--- src/rtl/mhq_pkg.sv ---
`timescale 1ns / 1ps
// ----------------------------------------------------------------------------
// mhq_pkg
// Shared types and constants for the mutex handoff core with wait queues.
// ----------------------------------------------------------------------------
package mhq_pkg;

  localparam int QUEUE_DEPTH = 64;
  localparam int QA_W        = (QUEUE_DEPTH > 1) ? $clog2(QUEUE_DEPTH) : 1;
  localparam int QC_W        = $clog2(QUEUE_DEPTH + 1);
  localparam int TID_W       = 6;
  localparam int OP_W        = 2;
  localparam int OC_W        = 3;

  typedef enum logic [OP_W-1:0] {
    OP_LOCK   = 2'd0,
    OP_UNLOCK = 2'd1,
    OP_SIGNAL = 2'd2
  } op_t;

  typedef enum logic [OC_W-1:0] {
    OC_ACQUIRED = 3'd0,
    OC_BLOCKED  = 3'd1,
    OC_HANDOFF  = 3'd2,
    OC_RELEASED = 3'd3,
    OC_SIGNALED = 3'd4,
    OC_FULL     = 3'd5
  } outcome_t;

  typedef enum logic {
    ST_IDLE = 1'b0,
    ST_POP  = 1'b1
  } state_t;

  typedef struct packed {
    logic push;
    logic pop;
  } q_cmd_t;

  typedef struct packed {
    logic empty;
    logic full;
  } q_stat_t;

endpackage

--- src/rtl/mutex_handoff_with_wait_queues_core.sv ---
`timescale 1ns / 1ps
// ----------------------------------------------------------------------------
// mutex_handoff_with_wait_queues_core
// Hardware mutex with an entrance queue and a signaled queue. Unlock hands
// the mutex to the signaled head first, then to the entrance head.
// ----------------------------------------------------------------------------
//  channel  ports                                   direction
//  in       in_valid/in_ready, in_operation,        request in
//           in_thread_id
//  out      out_valid/out_ready, out_outcome,       result out
//           out_woken_thread, out_from_signaled,
//           out_lock_held
//
//  lock, signal and free unlock: one cycle per request
//  handoff unlock: waits in ST_POP on the registered queue RAM read
//  an unused operation code is taken and gives no result
//  reset clears held flag, heads and counts; queue RAMs are not cleared
//  a full result register holds off new requests until it is taken
// ----------------------------------------------------------------------------
module mutex_handoff_with_wait_queues_core (
  input  logic                      clk,
  input  logic                      rst_n,
  input  logic                      in_valid,
  output logic                      in_ready,
  input  logic [mhq_pkg::OP_W-1:0]  in_operation,
  input  logic [mhq_pkg::TID_W-1:0] in_thread_id,
  output logic                      out_valid,
  input  logic                      out_ready,
  output logic [mhq_pkg::OC_W-1:0]  out_outcome,
  output logic [mhq_pkg::TID_W-1:0] out_woken_thread,
  output logic                      out_from_signaled,
  output logic                      out_lock_held
);

  import mhq_pkg::*;

  state_t           state_r, state_nxt;
  logic             held_r, held_nxt;
  logic             sel_sig_r, sel_sig_nxt;
  logic             out_valid_r, out_valid_nxt;
  outcome_t         outcome_r, outcome_nxt;
  logic [TID_W-1:0] woken_r, woken_nxt;
  logic             from_sig_r, from_sig_nxt;
  logic             held_out_r, held_out_nxt;
  logic             accept;
  logic             load;
  q_cmd_t           ent_cmd, sig_cmd;
  q_stat_t          ent_stat, sig_stat;
  logic [TID_W-1:0] ent_head, sig_head;

  assign in_ready = (state_r == ST_IDLE) && (!out_valid_r || out_ready);
  assign accept   = in_valid && in_ready;

  always_comb begin
    state_nxt    = state_r;
    held_nxt     = held_r;
    sel_sig_nxt  = sel_sig_r;
    load         = 1'b0;
    outcome_nxt  = outcome_r;
    woken_nxt    = woken_r;
    from_sig_nxt = from_sig_r;
    ent_cmd      = '0;
    sig_cmd      = '0;
    unique case (state_r)
      ST_IDLE: begin
        if (accept) begin
          woken_nxt    = '0;
          from_sig_nxt = 1'b0;
          unique case (in_operation)
            OP_LOCK: begin
              load = 1'b1;
              if (!held_r) begin
                held_nxt    = 1'b1;
                outcome_nxt = OC_ACQUIRED;
              end else if (!ent_stat.full) begin
                ent_cmd.push = 1'b1;
                outcome_nxt  = OC_BLOCKED;
              end else begin
                outcome_nxt = OC_FULL;
              end
            end
            OP_UNLOCK: begin
              if (!held_r) begin
                load        = 1'b1;
                outcome_nxt = OC_RELEASED;
              end else if (!sig_stat.empty) begin
                sig_cmd.pop = 1'b1;
                sel_sig_nxt = 1'b1;
                state_nxt   = ST_POP;
              end else if (!ent_stat.empty) begin
                ent_cmd.pop = 1'b1;
                sel_sig_nxt = 1'b0;
                state_nxt   = ST_POP;
              end else begin
                load        = 1'b1;
                held_nxt    = 1'b0;
                outcome_nxt = OC_RELEASED;
              end
            end
            OP_SIGNAL: begin
              load = 1'b1;
              if (!sig_stat.full) begin
                sig_cmd.push = 1'b1;
                outcome_nxt  = OC_SIGNALED;
              end else begin
                outcome_nxt = OC_FULL;
              end
            end
            default: begin
            end
          endcase
        end
      end
      ST_POP: begin
        load         = 1'b1;
        outcome_nxt  = OC_HANDOFF;
        woken_nxt    = sel_sig_r ? sig_head : ent_head;
        from_sig_nxt = sel_sig_r;
        state_nxt    = ST_IDLE;
      end
      default: begin
        state_nxt = ST_IDLE;
      end
    endcase
    held_out_nxt  = load ? held_nxt : held_out_r;
    out_valid_nxt = load || (out_valid_r && !out_ready);
  end

  always_ff @(posedge clk) begin
    if (!rst_n) begin
      state_r     <= ST_IDLE;
      held_r      <= 1'b0;
      sel_sig_r   <= 1'b0;
      out_valid_r <= 1'b0;
    end else begin
      state_r     <= state_nxt;
      held_r      <= held_nxt;
      sel_sig_r   <= sel_sig_nxt;
      out_valid_r <= out_valid_nxt;
    end
  end

  always_ff @(posedge clk) begin
    outcome_r  <= outcome_nxt;
    woken_r    <= woken_nxt;
    from_sig_r <= from_sig_nxt;
    held_out_r <= held_out_nxt;
  end

  mhq_queue u_entrance (
    .clk     (clk),
    .rst_n   (rst_n),
    .cmd     (ent_cmd),
    .push_id (in_thread_id),
    .stat    (ent_stat),
    .head_id (ent_head)
  );

  mhq_queue u_signaled (
    .clk     (clk),
    .rst_n   (rst_n),
    .cmd     (sig_cmd),
    .push_id (in_thread_id),
    .stat    (sig_stat),
    .head_id (sig_head)
  );

  assign out_valid         = out_valid_r;
  assign out_outcome       = outcome_r;
  assign out_woken_thread  = woken_r;
  assign out_from_signaled = from_sig_r;
  assign out_lock_held     = held_out_r;

endmodule

--- src/rtl/mhq_ram.sv ---
`timescale 1ns / 1ps
// ----------------------------------------------------------------------------
// mhq_ram
// Generic single-write, single-read RAM with registered read data.
// ----------------------------------------------------------------------------
module mhq_ram #(
  parameter int WIDTH = 8,
  parameter int DEPTH = 64
) (
  input  logic                                   clk,
  input  logic                                   we,
  input  logic [((DEPTH > 1) ? $clog2(DEPTH) : 1)-1:0] waddr,
  input  logic [WIDTH-1:0]                       wdata,
  input  logic                                   re,
  input  logic [((DEPTH > 1) ? $clog2(DEPTH) : 1)-1:0] raddr,
  output logic [WIDTH-1:0]                       rdata
);

  logic [WIDTH-1:0] mem [DEPTH];

  always_ff @(posedge clk) begin
    if (we) begin
      mem[waddr] <= wdata;
    end
    if (re) begin
      rdata <= mem[raddr];
    end
  end

endmodule

--- src/rtl/mhq_queue.sv ---
`timescale 1ns / 1ps
// ----------------------------------------------------------------------------
// mhq_queue
// FIFO of thread ids: head and count registers around one RAM. A pop
// launches the read of the head entry; the id appears in the following cycle.
// ----------------------------------------------------------------------------
module mhq_queue (
  input  logic                      clk,
  input  logic                      rst_n,
  input  mhq_pkg::q_cmd_t           cmd,
  input  logic [mhq_pkg::TID_W-1:0] push_id,
  output mhq_pkg::q_stat_t          stat,
  output logic [mhq_pkg::TID_W-1:0] head_id
);

  import mhq_pkg::*;

  logic [QA_W-1:0] head_r, head_nxt;
  logic [QC_W-1:0] count_r, count_nxt;
  logic [QC_W:0]   tail_sum;
  logic [QA_W-1:0] tail;

  // tail wraps with one compare since head + count < 2 * depth
  always_comb begin
    tail_sum = (QC_W+1)'(head_r) + (QC_W+1)'(count_r);
    if (tail_sum >= (QC_W+1)'(QUEUE_DEPTH)) begin
      tail_sum = tail_sum - (QC_W+1)'(QUEUE_DEPTH);
    end
    tail = tail_sum[QA_W-1:0];
  end

  assign stat.empty = (count_r == '0);
  assign stat.full  = (count_r == QC_W'(QUEUE_DEPTH));

  always_comb begin
    head_nxt  = head_r;
    count_nxt = count_r;
    if (cmd.pop) begin
      head_nxt  = (head_r == QA_W'(QUEUE_DEPTH - 1)) ? '0 : head_r + 1'b1;
      count_nxt = count_r - 1'b1;
    end else if (cmd.push) begin
      count_nxt = count_r + 1'b1;
    end
  end

  always_ff @(posedge clk) begin
    if (!rst_n) begin
      head_r  <= '0;
      count_r <= '0;
    end else begin
      head_r  <= head_nxt;
      count_r <= count_nxt;
    end
  end

  mhq_ram #(
    .WIDTH (TID_W),
    .DEPTH (QUEUE_DEPTH)
  ) u_ram (
    .clk   (clk),
    .we    (cmd.push),
    .waddr (tail),
    .wdata (push_id),
    .re    (cmd.pop),
    .raddr (head_r),
    .rdata (head_id)
  );

endmodule

--- config.mk ---
export PLATFORM = sky130hd
export DESIGN_NAME = mutex_handoff_with_wait_queues_core
export DESIGN_NICKNAME = d
export VERILOG_FILES = /design/src/rtl/mhq_pkg.sv /design/src/rtl/mutex_handoff_with_wait_queues_core.sv /design/src/rtl/mhq_ram.sv /design/src/rtl/mhq_queue.sv
export SDC_FILE = /design/constraint.sdc
export NUM_CORES = 1
export LEC_CHECK = 0
export ABC_AREA = 1
export BUFFER_PORTS_ARGS = -buffer_cell sky130_fd_sc_hd__clkbuf_2
export CAP_MARGIN = 5
export CORE_MARGIN = 8
export CORE_UTILIZATION = 57
export DETAILED_ROUTE_END_ITERATION = 8
export PLACE_DENSITY = 0.76
export SLEW_MARGIN = 20
export SYNTH_ARGS = -nofsm -noshare
export SYNTH_HDL_FRONTEND = slang
export SYNTH_SLANG_ARGS = --single-unit
--- constraint.sdc ---
create_clock -name clk -period 2.3 [get_ports clk]
set_input_delay 0.345 -clock clk [delete_from_list [all_inputs] [get_ports clk]]
set_output_delay 0.345 -clock clk [all_outputs]
set_load 0.01 [all_outputs]
==> impl_metrics.toml <==
[outcome]
status = "complete, but fails checks"
violations = "setup timing"

[grt]
grt_overflow = 0
grt_pass1_vias = 24800
antenna_found_initial = 0
grt_use_met1_pct = 30.7
grt_util_met3_pct = 3.40
track_usage_pct = 24.1
grt_max_degree = 96
busiest_layer = "met2"
use_met2_pct = 41.2
grt_pass1_wl_mm = 134

[power_and_ir_drop]
power_density_nw_per_um2 = 718
total_power_mw = 30.9
leakagePower_nw = 16.7
ir_drop_mv = 0.721
pwr-share-comb_pct = 2.7
switching_share_pct = 19.7
pwr-share-clk_pct = 44.2
p_seq_share_pct = 53.1
p_switching_mw = 6.09
p_int_mw = 24.8

[yosys]
ys_seq_area_share_pct = 68.0
syn_inst = 3447
ys_ff_latch = 821
avgSynthCellArea_um2 = 10.4
ys.warnings.count = 0
syn-cell-area_um2 = 35800
synthDistinctLibCells = 35
syn_nets = 3490

[sta]
tightest_slew_ns = 0.731
setup_viol = 652
period_needed_ns = 2.50
finalMaxSlewViolations = 0
hold_viol = 0
fin_worst_skew_ns = 0.0220
timing.final.ws_setup_ns = -0.199
tns_ns = -58.46
rsz0062_at_grt = "yes"
fmax_mhz = 400
hold_ws_ns = 0.150
max-slew-margin-rel_pct = 51.1
finalCritPeriodShare_pct = 109

[worst_hold_path]
min_to = "u_entrance.u_ram.mem[34][1]"
min_from = "in_thread_id[1]"
hold_path_depth = 1
worst_hold_path_type = "input pin to register"

[worst_setup_path]
reg2reg_depth = 13
critPathLaunch = "u_entrance.count_r[3]"
cp-end-kind = "register"
critPathMaxFanout = 8
r2r-start = "u_entrance.count_r[3]"
criticalPathCategory = "register to register"
startpoint_type = "register"
r2r-end = "u_entrance.u_ram.mem[58][1]"
arrival_ns = 2.84
critPathRequiredTime_ns = 2.64
rrSetupSlack_ns = -0.20

[floorplan]
rows = 92
core_um2 = 62600
start_util_pct = 57.2
die_w_um = 267
die_area_um2 = 71100
num_io_pins = 25
fp.dieH_um = 267

[detailed_routing]
vias = 25600
ant_nets = 0
vias_per_cell = 5.53
drc = 0
dr.pass1.iters = 6
avgRoutedWirePerCell_um = 19.2
wl_mm = 88.6
drtIter0Drc = 2877

[placement]
place_hpwl_mm = 53.2
port_buffers = 24
dp_slack_ns = -0.395
gp_congestion = 0.902

[layout]
num_antenna_cells = 0
final_util_pct = 68.8
layout_common_cells = "923 x nand2_1, 791 x edfxtp_1, 451 x nor2_1, 306 x nand3_1, 282 x inv_1"
nets = 3752
area_growth_pct = 20.3
drive_gt1_share_pct = 18.0
mostFrequentLayoutCell = "nand2_1"

[clock_network]
cts_hold_buf = 0
cts_root_buf = "clkbuf_16"
cts_tree = "yes"
clk_latency_ns = 0.63
clk_pin_slew_ns = 0.07
cts_buffer_depth = 3
numClockSinks = 821
cts_htree_levels = 3
cts_buffers = 79

[run]
maxCapViolations = 0
worst max path at each step:
stage	endpoint	slack, ns	cells past startpoint
after floorplan	u_entrance.u_ram.mem[32][0]	-0.06	8
after global placement	u_entrance.u_ram.mem[3][0]	-0.32	9
after detailed placement	u_entrance.u_ram.mem[2][1]	-0.39	9
after CTS	u_entrance.u_ram.mem[56][4]	-0.18	10
after global routing	u_entrance.u_ram.mem[17][3]	-0.30	11
final	u_entrance.u_ram.mem[58][1]	-0.20	13
registers in the layout, indices dropped and copies added, names as in the netlist, 3 cells and up:
| register | count |
|---|---|
| out_outcome | 3 |
| out_woken_thread | 6 |
| u_entrance.count_r | 7 |
| u_entrance.head_r | 6 |
| u_entrance.u_ram.mem | 384 |
| u_entrance.u_ram.rdata | 6 |
| u_signaled.count_r | 7 |
| u_signaled.head_r | 6 |
| u_signaled.u_ram.mem | 384 |
| u_signaled.u_ram.rdata | 6 |
power groups by stage:
stage                     Clock [mW]  Combinational [mW]  Sequential (mW)
after floorplan                    0               0.230             16.7
after global placement             0               0.730             16.7
after detailed placement           0               0.742             16.7
after CTS                       13.8               0.785             16.4
after global routing            14.3               0.883             16.4
final                           13.7               0.832             16.4
cell type report:
type,count,area (µm²)
clock buffer,102,2170
clock inverter,46,583
fill,4256,19500
inverter,300,1140
multi-input combinational,2165,10600
sequential,821,24400
tap,846,1060
timing repair buffer,342,3160
timing repair:
| item | 4_1_cts | 5_1_grt |
|---|---|---|
| hold endpoints to repair | 0 | 0 |
| endpoints found under the setup margin | 686 | 795 |
| gates cloned | 0 | 1 |
| pin swaps | 21 | 33 |
| setup buffers | 18 | 18 |
| gates resized for setup | 102 | 147 |
per-layer routing:
| metal | vias up | share of wire, % |
|---|---|---|
| met5 | - | 0 |
| met2 | 1173 | 50 |
| li1 | 12000 | - |
| met4 | 0 | 4.1 |
| met3 | 225 | 7.6 |
| met1 | 12200 | 38 |
stage by stage:
| stage | cells | area [µm²] |
|---|---|---|
| after floorplan | 3447 | 36100 |
| after global placement | 4440 | 39000 |
| after detailed placement | 4440 | 39000 |
| after CTS | 4604 | 42300 |
| after global routing | 4622 | 43100 |
| final | 4622 | 43100 |
kinds of logic after synthesis:
group           after synthesis  synth area share, %
simple gates               1835                 20.7
buf+inv                     461                 5.50
xor+xnor                     20                0.615
fa+ha+maj                    31                 1.17
compound gates              279                 4.05
flops                       821                 68.0
worst max-delay path, cell delays in order, from the launching register on:
cell and delay [ns]:
dfxtp_2 0.36, ha_1 0.32, nand2_1 0.08, clkinv_1 0.07, nand2_1 0.10, nand3_2 0.14
xor2_4 0.21, buf_6 0.16, buf_4 0.13, nor2_4 0.13, buf_12 0.14, nand2_8 0.12
nor2_4 0.11, buf_6 0.13
synth_stat cells, drive strengths merged:
library cell	instances	area share, %
a21oi	64	0.89
a41oi	1	0.024
and3	1	0.017
buf	114	1.9
clkbuf	47	0.49
clkinv	3	0.031
dfxtp	30	1.7
edfxtp	791	66
fa	4	0.22
ha	27	0.94
inv	297	3.1
nand2	948	10
nand3	320	4.6
nand4	4	0.070
nor2	544	5.7
nor3	6	0.084
nor3b	1	0.021
nor4	1	0.017
o211ai	13	0.27
o21ai	197	2.8
o21bai	2	0.063
o31ai	2	0.042
or2	10	0.17
xnor2	8	0.20
xor2	12	0.42
Note: power is estimated with default switching activity, not from simulation.
